==> src/rtl/prpi_pkg.sv <==
// Shared types, widths and codes of the PageRank power iteration core.
package prpi_pkg;

   // Default sizes
   localparam int DEF_MAX_VERTICES = 1024;
   localparam int DEF_MAX_EDGES    = 8192;

   // Field widths
   localparam int CMD_W       = 2;
   localparam int VTX_W       = 10;
   localparam int STATUS_W    = 2;
   localparam int RANK_W      = 32;
   localparam int ITER_W      = 16;
   localparam int RES_W       = 34;
   localparam int DAMP_W      = 16;
   localparam int VCOUNT_W    = 11;
   localparam int CSR_DATA_W  = 34;
   localparam int CSR_INDEX_W = 2;

   // Command codes
   localparam logic [CMD_W-1:0] CMD_ADD_EDGE = 2'd0;
   localparam logic [CMD_W-1:0] CMD_RUN      = 2'd1;
   localparam logic [CMD_W-1:0] CMD_READ     = 2'd2;
   localparam logic [CMD_W-1:0] CMD_CLEAR    = 2'd3;

   // Status codes
   localparam logic [STATUS_W-1:0] STATUS_OK    = 2'd0;
   localparam logic [STATUS_W-1:0] STATUS_RANGE = 2'd1;
   localparam logic [STATUS_W-1:0] STATUS_FULL  = 2'd2;

   // Register indexes
   localparam logic [CSR_INDEX_W-1:0] REG_VERTEX_COUNT    = 2'd0;
   localparam logic [CSR_INDEX_W-1:0] REG_DAMPING         = 2'd1;
   localparam logic [CSR_INDEX_W-1:0] REG_TOLERANCE       = 2'd2;
   localparam logic [CSR_INDEX_W-1:0] REG_ITERATION_LIMIT = 2'd3;

   // Register reset values
   localparam logic [VCOUNT_W-1:0] RST_VERTEX_COUNT    = 11'd1;
   localparam logic [DAMP_W-1:0]   RST_DAMPING         = 16'd55706;
   localparam logic [RES_W-1:0]    RST_TOLERANCE       = 34'd2147;
   localparam logic [ITER_W-1:0]   RST_ITERATION_LIMIT = 16'd100;

   // Saturation limits
   localparam logic [RANK_W-1:0] RANK_MAX     = 32'hFFFF_FFFF;
   localparam logic [RES_W-1:0]  RESIDUAL_MAX = 34'h3_FFFF_FFFF;

   typedef struct packed {
      logic [CMD_W-1:0] command;
      logic [VTX_W-1:0] edge_source;
      logic [VTX_W-1:0] edge_target;
      logic [VTX_W-1:0] query_vertex;
   } req_type;

   typedef struct packed {
      logic [STATUS_W-1:0] status;
      logic [RANK_W-1:0]   rank_value;
      logic [ITER_W-1:0]   iterations_done;
      logic                converged;
      logic [RES_W-1:0]    residual;
   } rsp_type;

endpackage

==> src/rtl/prpi_divider.sv <==
// Restoring unsigned divider, one quotient bit per cycle.
module prpi_divider import prpi_pkg::*; #(
   parameter int DVDW = 42,
   parameter int DVSW = 14
) (
   input  logic            clock,
   input  logic            reset,
   input  logic            start,
   input  logic [DVDW-1:0] dividend,
   input  logic [DVSW-1:0] divisor,
   output logic            busy,
   output logic            done,
   output logic [DVDW-1:0] quotient
);

   localparam int CW = $clog2(DVDW + 1);

   logic [DVDW-1:0] quo_ff;
   logic [DVSW-1:0] rem_ff;
   logic [DVSW-1:0] dsr_ff;
   logic [CW-1:0]   cnt_ff;
   logic            busy_ff;
   logic            done_ff;

   logic [DVSW:0] trial;
   logic [DVSW:0] diff;
   logic          fits;

   // Shift in the next dividend bit and try to subtract
   assign trial = {rem_ff, quo_ff[DVDW-1]};
   assign fits  = trial >= {1'b0, dsr_ff};
   assign diff  = trial - {1'b0, dsr_ff};

   // Control
   always_ff @(posedge clock) begin
      if (reset) begin
         busy_ff <= 1'b0;
         done_ff <= 1'b0;
         cnt_ff  <= '0;
      end else begin
         done_ff <= 1'b0;
         if (start) begin
            busy_ff <= 1'b1;
            cnt_ff  <= CW'(DVDW);
         end else if (busy_ff) begin
            cnt_ff <= cnt_ff - CW'(1);
            if (cnt_ff == CW'(1)) begin
               busy_ff <= 1'b0;
               done_ff <= 1'b1;
            end
         end
      end
   end

   // Datapath
   always_ff @(posedge clock) begin
      if (start) begin
         quo_ff <= dividend;
         rem_ff <= '0;
         dsr_ff <= divisor;
      end else if (busy_ff) begin
         quo_ff <= {quo_ff[DVDW-2:0], fits};
         rem_ff <= fits ? diff[DVSW-1:0] : trial[DVSW-1:0];
      end
   end

   assign busy     = busy_ff;
   assign done     = done_ff;
   assign quotient = quo_ff;

endmodule

==> config.mk <==
export PLATFORM = sky130hd
export DESIGN_NAME = prpi_divider
export DESIGN_NICKNAME = d
export VERILOG_FILES = /design/src/rtl/prpi_pkg.sv /design/src/rtl/prpi_divider.sv
export SDC_FILE = /design/constraint.sdc
export NUM_CORES = 1
export LEC_CHECK = 0
export BUFFER_PORTS_ARGS = -buffer_cell sky130_fd_sc_hd__buf_2
export CAP_MARGIN = 10
export CORE_MARGIN = 2
export CORE_UTILIZATION = 40
export CTS_BUF_LIST = sky130_fd_sc_hd__clkbuf_16
export DETAILED_ROUTE_END_ITERATION = 16
export GPL_TIMING_DRIVEN = 1
export PLACE_DENSITY = 0.69
export SLEW_MARGIN = 25
export SYNTH_ARGS = -nofsm -noshare
export SYNTH_HDL_FRONTEND = slang
export SYNTH_SLANG_ARGS = --single-unit
==> constraint.sdc <==
create_clock -name clock -period 3.1 [get_ports clock]
set_input_delay 0.93 -clock clock [delete_from_list [all_inputs] [get_ports clock]]
set_output_delay 0.93 -clock clock [all_outputs]
set_load 0.005 [all_outputs]
==> flow_summary.toml <==
[setup_path]
cp_top_family = "compound AO/OA/AOI/OAI gates"
critPathLaunchType = "flop"
crit_start = "quotient[41]"
crit_required_ps = 3340
arrival_ps = 2940
critPathSlowestCell = "a221oi_1"
path_class = "flop to flop"
worstPathMaxFanout = 3
r2r_slack_ps = 400
cp-end-kind = "flop"
reg2reg_from = "quotient[41]"
cp_cell_sequence = "inv_1 -> ha_1 -> inv_1 -> fa_1 -> a21o_1 -> a221oi_1 -> nand2_1 -> a221oi_1 -> xor2_1 -> o31ai_1"
cp_num_buf_inv = 2
max_stage_delay_ps = 530

[pwr]
vdd_drop_max_v = 0.000313
total_power_mw = 2.89
swShare_pct = 25.1
power_switching_uw = 726
leakagePower_nw = 2.08
seqPwrFrac_pct = 44.3
powerDensity_nw_per_um2 = 579
p_clk_share_pct = 39.5
combPwrFrac_pct = 16.2
p_int_mw = 2.16

[hold_path]
hold_path.class = "flop to flop"
hp-start = "rem_ff[5]"

[status]
status = "finished clean"

[clocking]
hold_buffers = 0
insertion_delay_ps = 330
htree_levels = 3
clk_pin_slew_ps = 60
cts_sinks = 78
numCtsBuffers = 9
clockBufferDepth = 2
cts_setup_buffers = 0
post_cts_resized = 0
cts_tree = "yes"
cts_root_buffer = "clkbuf_16"

[route]
ant_nets = 0
wl_per_cell_um = 15.4
drtIter0Drc = 155
routed.top_layer = "met4"
drt_first_pass_iters = 4
avgViaCountPerCell = 5.19
drc = 0
wl_met1_um = 3950
met2_length_um = 4360
vias = 3005
met3_length_um = 465
wl_um = 8920

[synthesis]
seq_area_frac_synth_pct = 53.0
postSynthAreaPerCell_sq_um = 11.8
syn_inst = 339
async_reset_ff_share_pct = 0
ys.flop_type = "edfxtp_1"
synth_edf_count = 56
synth.net_count = 416
ys_types = 58
yosysWarnings = 0
synth_area_sq_um = 4010
synth_seq_cells = 78

[die]
core_area_sq_um = 9730
rows = 36
die_y_um = 104
start_util_pct = 41.2
ioPinCount = 103
dieArea_sq_um = 10800
die_x_um = 104

[timing]
slew_headroom_pct = 57.8
hold_viol = 0
skew_ps = 10.5
finalSetupTns_ps = 0
setup_violations = 0
grt_setup_unrepaired = "no"
finalMaxSlewViolations = 0
period_share_pct = 87.0
tightest_slew_ps = 633
clock.fmax_mhz = 371
finalCriticalPeriod_ps = 2700

[layout]
antenna_cells = 0
fillers = 904
layout.nets = 518
area_growth_pct = 24.5
fin_util_pct = 51.2
drive_gt1_share_pct = 39.0

[global_route]
grt_max_degree = 45
grt_pass1_wl_um = 15000
antenna_found_initial = 0
grt_usage_pct = 17.3
grt_pass1_vias = 3068
grt-ovfl-total = 0

[placed_design]
hpwl_um = 6320
gp_congestion = 0.841
io_buffers = 102

[job]
maxCapViolations = 0
## flip-flops by register name (all words and copies together) (netlist names)
signal,flops
quotient,42
dsr_ff,14
rem_ff,14
cnt_ff,6
busy,1
done,1
## worst paths after layout
check | to | cells past startpoint
worst min register to register | rem_ff[5] | 2
worst max register to register | rem_ff[10] | 10
worst max-delay path | rem_ff[10] | 10
worst min-delay path | rem_ff[5] | 2
## logic make-up after synthesis
logic type                 Yosys count  synth area share, %
xor gates and xnor gates            13                 2.84
buffers and inverters               37                 3.90
DFF                                 78                 53.0
and+or+nand+nor                     88                 11.0
muxes                               41                 11.5
AOI/OAI and AO/OA                   64                 11.9
adders and majority gates           18                 5.81
## routing by layer
layer | GRT usage (%) | up-vias
met5 | 0 | -
met4 | 8.11 | 0
met3 | 2.94 | 8
met2 | 28.7 | 92
met1 | 21.9 | 1426
li1 | - | 1479
## final cells by class
type / count / area (sq um) / area share, %
well taps: 133 / 166 / 3.34
inverters: 20 / 75.1 / 1.51
multi-input cells: 224 / 1730 / 34.7
repair buffers: 108 / 568 / 11.4
clock buffers: 9 / 225 / 4.52
clock inverters: 7 / 97.6 / 1.96
flip-flops and latches: 78 / 2120 / 42.6
## layout by cell type (no fill, tap or decap), types with 3 or more instances in the layout
cell | synthesis | layout
buf_2 | 2 | 102
a311oi_1 | 6 | 6
xnor2_1 | 6 | 6
clkbuf_16 | 0 | 9
nand2_1 | 16 | 16
nor4b_1 | 3 | 3
mux2_2 | 41 | 41
a21oi_1 | 12 | 11
o21ai_0 | 13 | 13
inv_1 | 20 | 21
nand4_1 | 3 | 3
edfxtp_1 | 56 | 56
nor2_1 | 29 | 29
dfxtp_1 | 22 | 22
xor2_1 | 7 | 7
o31ai_1 | 3 | 3
buf_4 | 2 | 5
nand3_1 | 10 | 10
nor3_1 | 7 | 7
ha_1 | 17 | 17
a21o_1 | 3 | 3
## cell usage after synthesis (7+ instances only)
| cell type | number | area share, % |
|---|---|---|
| a21oi_1 | 12 | 1.5 |
| dfxtp_1 | 22 | 11 |
| edfxtp_1 | 56 | 42 |
| ha_1 | 17 | 5.3 |
| inv_1 | 20 | 1.9 |
| mux2_2 | 41 | 12 |
| nand2_1 | 16 | 1.5 |
| nand3_1 | 10 | 1.2 |
| nor2_1 | 29 | 2.7 |
| nor3_1 | 7 | 0.87 |
| o21ai_0 | 13 | 1.6 |
| xor2_1 | 7 | 1.5 |
## worst min-delay path, stage by stage (launching register included)
cell	delay (ps)
dfxtp_1	330
nor2_1	80
a311oi_1	50
## stage by stage
stage / setup slack [ps] / instance area, sq um / hold WS (ps) / cells
after floorplan: 547 / 4010 / 453 / 339
after global placement: 545 / 4660 / 471 / 563
after detailed placement: 419 / 4660 / 476 / 563
after CTS: 422 / 4980 / 510 / 579
after global routing: 170 / 4980 / 531 / 579
final: 402 / 4980 / 508 / 579
## power by group through the flow
stage               registers, mW  clock network (mW)  logic, mW
finish                       1.28                1.14      0.468
global route                 1.29                1.20      0.526
CTS                          1.28                1.16      0.470
detailed placement           1.30                   0      0.465
global placement             1.30                   0      0.458
floorplan                    1.30                   0      0.299
No activity file was read; power rests on OpenSTA's default activity.
