--- config.mk ---
export PLATFORM = sky130hd
export DESIGN_NAME = prpi_multiplier
export DESIGN_NICKNAME = d
export VERILOG_FILES = /design/src/rtl/prpi_pkg.sv /design/src/rtl/prpi_multiplier.sv
export SDC_FILE = /design/constraint.sdc
export NUM_CORES = 1
export LEC_CHECK = 0
export BUFFER_PORTS_ARGS = -buffer_cell sky130_fd_sc_hd__buf_4
export CAP_MARGIN = 5
export CELL_PAD_IN_SITES_DETAIL_PLACEMENT = 0
export CELL_PAD_IN_SITES_GLOBAL_PLACEMENT = 2
export CORE_MARGIN = 2
export CORE_UTILIZATION = 37
export DETAILED_ROUTE_END_ITERATION = 8
export GPL_TIMING_DRIVEN = 0
export PLACE_DENSITY_LB_ADDON = 0.2
export SLEW_MARGIN = 20
export SYNTH_ARGS = -nofsm -noshare
export SYNTH_HDL_FRONTEND = slang
export SYNTH_SLANG_ARGS = --single-unit
--- constraint.sdc ---
create_clock -name clock -period 3.4 [get_ports clock]
set_clock_uncertainty 0.05 [all_clocks]
set_input_delay 0.51 -clock clock [delete_from_list [all_inputs] [get_ports clock]]
set_output_delay 0.51 -clock clock [all_outputs]
set_load 0.02 [all_outputs]
--- src/rtl/prpi_pkg.sv ---
// Shared types, widths and codes of the PageRank power iteration core.
package prpi_pkg;

   // Default sizes
   localparam int DEF_MAX_VERTICES = 1024;
   localparam int DEF_MAX_EDGES    = 8192;

   // Field widths
   localparam int CMD_W       = 2;
   localparam int VTX_W       = 10;
   localparam int STATUS_W    = 2;
   localparam int RANK_W      = 32;
   localparam int ITER_W      = 16;
   localparam int RES_W       = 34;
   localparam int DAMP_W      = 16;
   localparam int VCOUNT_W    = 11;
   localparam int CSR_DATA_W  = 34;
   localparam int CSR_INDEX_W = 2;

   // Command codes
   localparam logic [CMD_W-1:0] CMD_ADD_EDGE = 2'd0;
   localparam logic [CMD_W-1:0] CMD_RUN      = 2'd1;
   localparam logic [CMD_W-1:0] CMD_READ     = 2'd2;
   localparam logic [CMD_W-1:0] CMD_CLEAR    = 2'd3;

   // Status codes
   localparam logic [STATUS_W-1:0] STATUS_OK    = 2'd0;
   localparam logic [STATUS_W-1:0] STATUS_RANGE = 2'd1;
   localparam logic [STATUS_W-1:0] STATUS_FULL  = 2'd2;

   // Register indexes
   localparam logic [CSR_INDEX_W-1:0] REG_VERTEX_COUNT    = 2'd0;
   localparam logic [CSR_INDEX_W-1:0] REG_DAMPING         = 2'd1;
   localparam logic [CSR_INDEX_W-1:0] REG_TOLERANCE       = 2'd2;
   localparam logic [CSR_INDEX_W-1:0] REG_ITERATION_LIMIT = 2'd3;

   // Register reset values
   localparam logic [VCOUNT_W-1:0] RST_VERTEX_COUNT    = 11'd1;
   localparam logic [DAMP_W-1:0]   RST_DAMPING         = 16'd55706;
   localparam logic [RES_W-1:0]    RST_TOLERANCE       = 34'd2147;
   localparam logic [ITER_W-1:0]   RST_ITERATION_LIMIT = 16'd100;

   // Saturation limits
   localparam logic [RANK_W-1:0] RANK_MAX     = 32'hFFFF_FFFF;
   localparam logic [RES_W-1:0]  RESIDUAL_MAX = 34'h3_FFFF_FFFF;

   typedef struct packed {
      logic [CMD_W-1:0] command;
      logic [VTX_W-1:0] edge_source;
      logic [VTX_W-1:0] edge_target;
      logic [VTX_W-1:0] query_vertex;
   } req_type;

   typedef struct packed {
      logic [STATUS_W-1:0] status;
      logic [RANK_W-1:0]   rank_value;
      logic [ITER_W-1:0]   iterations_done;
      logic                converged;
      logic [RES_W-1:0]    residual;
   } rsp_type;

endpackage

--- src/rtl/prpi_multiplier.sv ---
// Shift-add multiplier by the damping factor, returns floor(x * d / 2^16).
module prpi_multiplier import prpi_pkg::*; #(
   parameter int XW = 46
) (
   input  logic              clock,
   input  logic              reset,
   input  logic              start,
   input  logic [XW-1:0]     x,
   input  logic [DAMP_W-1:0] d,
   output logic              done,
   output logic [XW-1:0]     product
);

   localparam int PW = XW + DAMP_W;
   localparam int CW = $clog2(DAMP_W + 1);

   logic [PW-1:0]     acc_ff;
   logic [PW-1:0]     xs_ff;
   logic [DAMP_W-1:0] ds_ff;
   logic [CW-1:0]     cnt_ff;
   logic              busy_ff;
   logic              done_ff;

   // Control
   always_ff @(posedge clock) begin
      if (reset) begin
         busy_ff <= 1'b0;
         done_ff <= 1'b0;
         cnt_ff  <= '0;
      end else begin
         done_ff <= 1'b0;
         if (start) begin
            busy_ff <= 1'b1;
            cnt_ff  <= CW'(DAMP_W);
         end else if (busy_ff) begin
            cnt_ff <= cnt_ff - CW'(1);
            if (cnt_ff == CW'(1)) begin
               busy_ff <= 1'b0;
               done_ff <= 1'b1;
            end
         end
      end
   end

   // Add the shifted operand for each set bit of the damping factor
   always_ff @(posedge clock) begin
      if (start) begin
         acc_ff <= '0;
         xs_ff  <= PW'(x);
         ds_ff  <= d;
      end else if (busy_ff) begin
         if (ds_ff[0]) begin
            acc_ff <= acc_ff + xs_ff;
         end
         xs_ff <= {xs_ff[PW-2:0], 1'b0};
         ds_ff <= {1'b0, ds_ff[DAMP_W-1:1]};
      end
   end

   assign done    = done_ff;
   assign product = acc_ff[PW-1:DAMP_W];

endmodule

==> results.yml <==
run_status:
  status: "finished clean"
critical_path:
  crit_fanout: 5
  rrSetupSlack_ns: 0.03
  start_kind: "flip-flop"
  worstSetupPathType: "reg -> reg"
  required_ns: 3.66
  reg2reg_to: "acc_ff[56]"
  r2r-start: "xs_ff[0]"
  r2r_cells: 13
  endpoint_kind: "flip-flop"
  crit_arrival_ns: 3.63
clock_network:
  clk_pin_slew_worst_paths_ns: 0.07
  cts-root-buf: "clkbuf_16"
  cts_tree: "done"
  cts_max_level: 4
  ctsLongestPathBuffers: 2
  worstSkewPairLatency_ns: 0.44
  numCtsBuffers: 17
  cts.sinks: 147
global_route:
  grt_pass1_vias: 7941
  grt_pass1_wl_um: 42900
  antenna_found_initial: 0
  grt.total_usage_pct: 20.4
  grt-ovfl-total: 0
  grt_max_degree: 36
synthesis:
  synth_top_area_share_pct: 19.6
  synth_top_area_cell: "edfxtp_1"
  synth-edff-count: 62
  ys_warn_count: 0
  syn_area_um2: 9520
  yosysUniqueCellTypes: 69
  ys_ff_latch: 147
  syn_avg_cell_area_um2: 9.04
  synth_seq_area_share_pct: 37.4
  synth_fp_nets: 1182
  synth.most_common_cell: "nand2_1"
  synth_area_leaders: "edfxtp_1, dfxtp_1, ha_1"
  syn_inst: 1053
  ys_async_sr_fraction_pct: 0
  synth_ff_type: "dfxtp_1"
  synth_common_cells: "nand2_1, a21oi_1, dfxtp_1"
power:
  power_frac_clock_pct: 36.2
  switchingPower_mw: 1.68
  intPower_mw: 3.57
  p_seq_share_pct: 39.7
  comb_power_share_pct: 24.2
  p_total_mw: 5.26
  netSwitchingFraction_pct: 32.1
  power_density_nw_per_um2: 449
  leakagePower_nw: 4.92
  ir_drop_uv: 218
route:
  ant_nets: 0
  vias: 7975
  drcViolationCount: 0
  viasPerCell: 5.17
  first_pass_iters: 6
  finalWirelength_um: 26900
  first_iter_violations: 399
  post_drt_wl_per_cell_um: 17.5
place:
  dp.final_hpwl_um: 20200
  place_congestion: 0.838
  place.port_buffers: 110
  placed_area_um2: 10800
finish:
  drive_above_1_share_pct: 26.4
  final_nets: 1328
  multi_input_area_um2: 5520
  fill_cells: 2514
  antenna-diode-count: 0
  ff_latch_area_um2: 3560
  final_area_um2: 11700
  area_growth_syn_to_layout_pct: 23.0
timing:
  fmax_mhz: 296
  slew_headroom_pct: 40.6
  hold_viol_final: 0
  fin_crit_ns: 3.37
  finalMaxSlewViolations: 0
  finalCritPeriodShare_pct: 99.2
  grt_setup_unrepaired: "yes"
  setup_viol: 0
  tightest_slew_ns: 0.890
min_path:
  hp-start: "reset"
  min_to: "cnt_ff[3]"
  worst_hold_path.num_cells: 2
  min_path_type: "in -> reg"
die:
  pin_count: 112
  initial_core_util_pct: 37.8
  fp.dieH_um: 164
  die-width_um: 164
  rows: 58
  die_area_um2: 27000
  core-area_um2: 25200
run:
  max_cap_viol_count: 0
## state kept, by name (all words and copies together), names as in the netlist
register,cells
acc_ff,62
xs_ff,62
ds_ff,16
cnt_ff,5
busy_ff,1
done,1
## cells by family (layout without fill, tap and decap cells)
family	after synthesis	after routing	share of synthesized area, %
AO/OA/AOI/OAI	281	281	18.7
buffers and inverters	129	288	6.99
flip-flops	147	147	37.4
adder cells (fa/ha/maj)	64	64	8.49
AND/OR/NAND/NOR	303	303	14.8
multiplexers	75	75	8.66
XOR/XNOR	54	54	4.97
## layout make-up
type	instances	share of cell area, %
Clock buffer	17	3.64
Sequential cell	147	30.5
Inverter	23	0.738
Buffer	105	4.92
Clock inverter	15	1.22
Multi-Input combinational cell	777	47.2
Tap cell	330	3.53
Timing Repair Buffer	128	8.35
## how the worst max path moves through the flow
stage	to	from	slack (ns)
after detailed placement	acc_ff[38]	xs_ff[0]	-0.50
after global routing	acc_ff[56]	xs_ff[0]	-0.12
after CTS	acc_ff[26]	xs_ff[0]	-0.02
final	acc_ff[56]	xs_ff[0]	0.03
after global placement	xs_ff[5]	start	-0.53
after floorplan	acc_ff[58]	xs_ff[0]	0.37
## critical path: stages (launching register included)
cell,delay (ns)
edfxtp_1,0.41
ha_4,0.17
inv_2,0.04
fa_2,0.34
nand2b_4,0.16
a211o_4,0.35
a211oi_4,0.33
o2111ai_2,0.19
a21oi_2,0.27
o21ai_4,0.11
o31a_1,0.41
o21bai_1,0.20
xnor2_1,0.14
o21ai_1,0.07
## what timing repair did
item / 4_1_cts / 5_1_grt
gates cloned: 0 / 0
gates resized for setup: 13 / 32
setup buffers: 5 / 12
pin swaps: 8 / 27
setup endpoints to repair: 15 / 23
hold buffers: 0 / 0
## per-layer routing
layer / vias to the layer above / part of all wire [%] / global-route usage (%)
met1: 3767 / 48 / 28.4
li1: 4054 / - / -
met4: 0 / 1.5 / 5.65
met2: 124 / 47 / 33.6
met5: - / 0 / 0
met3: 30 / 3.0 / 2.54
## power by group through the flow
stage          combinational [mW]  sequential [mW]  clock [mW]
2_1_floorplan               0.867             2.09           0
3_3_place_gp                 1.20             2.12           0
3_5_place_dp                 1.20             2.12           0
4_1_cts                      1.23             2.09        1.93
5_1_grt                      1.41             2.10        2.00
6_report                     1.27             2.09        1.90
## cells in the final DEF (no fill, tap or decap), types with 6 or more instances in the layout
master / Yosys / routed
a21o_1: 36 / 36
a21oi_1: 114 / 109
a21oi_2: 2 / 7
and2_1: 8 / 8
and3_1: 6 / 6
buf_4: 46 / 172
clkbuf_1: 48 / 47
clkbuf_16: 0 / 17
dfxtp_1: 85 / 85
edfxtp_1: 62 / 62
ha_1: 63 / 58
inv_1: 23 / 22
inv_6: 0 / 7
mux2_2: 59 / 59
mux2i_1: 16 / 16
nand2_1: 139 / 139
nand2b_1: 8 / 7
nand3_1: 19 / 19
nand3b_1: 8 / 8
nand4_1: 19 / 19
nor2_1: 57 / 56
nor3_1: 12 / 11
o21a_1: 6 / 6
o21ai_0: 42 / 40
o21ai_1: 7 / 6
o21bai_1: 16 / 16
xnor2_1: 32 / 32
xor2_1: 22 / 22
## stage by stage
step	hold slack (ns)	utilization (%)	std cells	TNS [ns]	setup WS [ns]
3_3_place_gp	0.394	42.7	1493	-36.02	-0.531
5_1_grt	0.235	46.5	1542	-0.497	-0.116
4_1_cts	0.230	45.5	1531	-0.0284	-0.0185
2_1_floorplan	0.386	-	1053	0	0.370
3_5_place_dp	0.401	42.8	1494	-3.57	-0.499
6_report	0.244	46.5	1542	0	0.0262
Power figures use the tool's default switching activity.
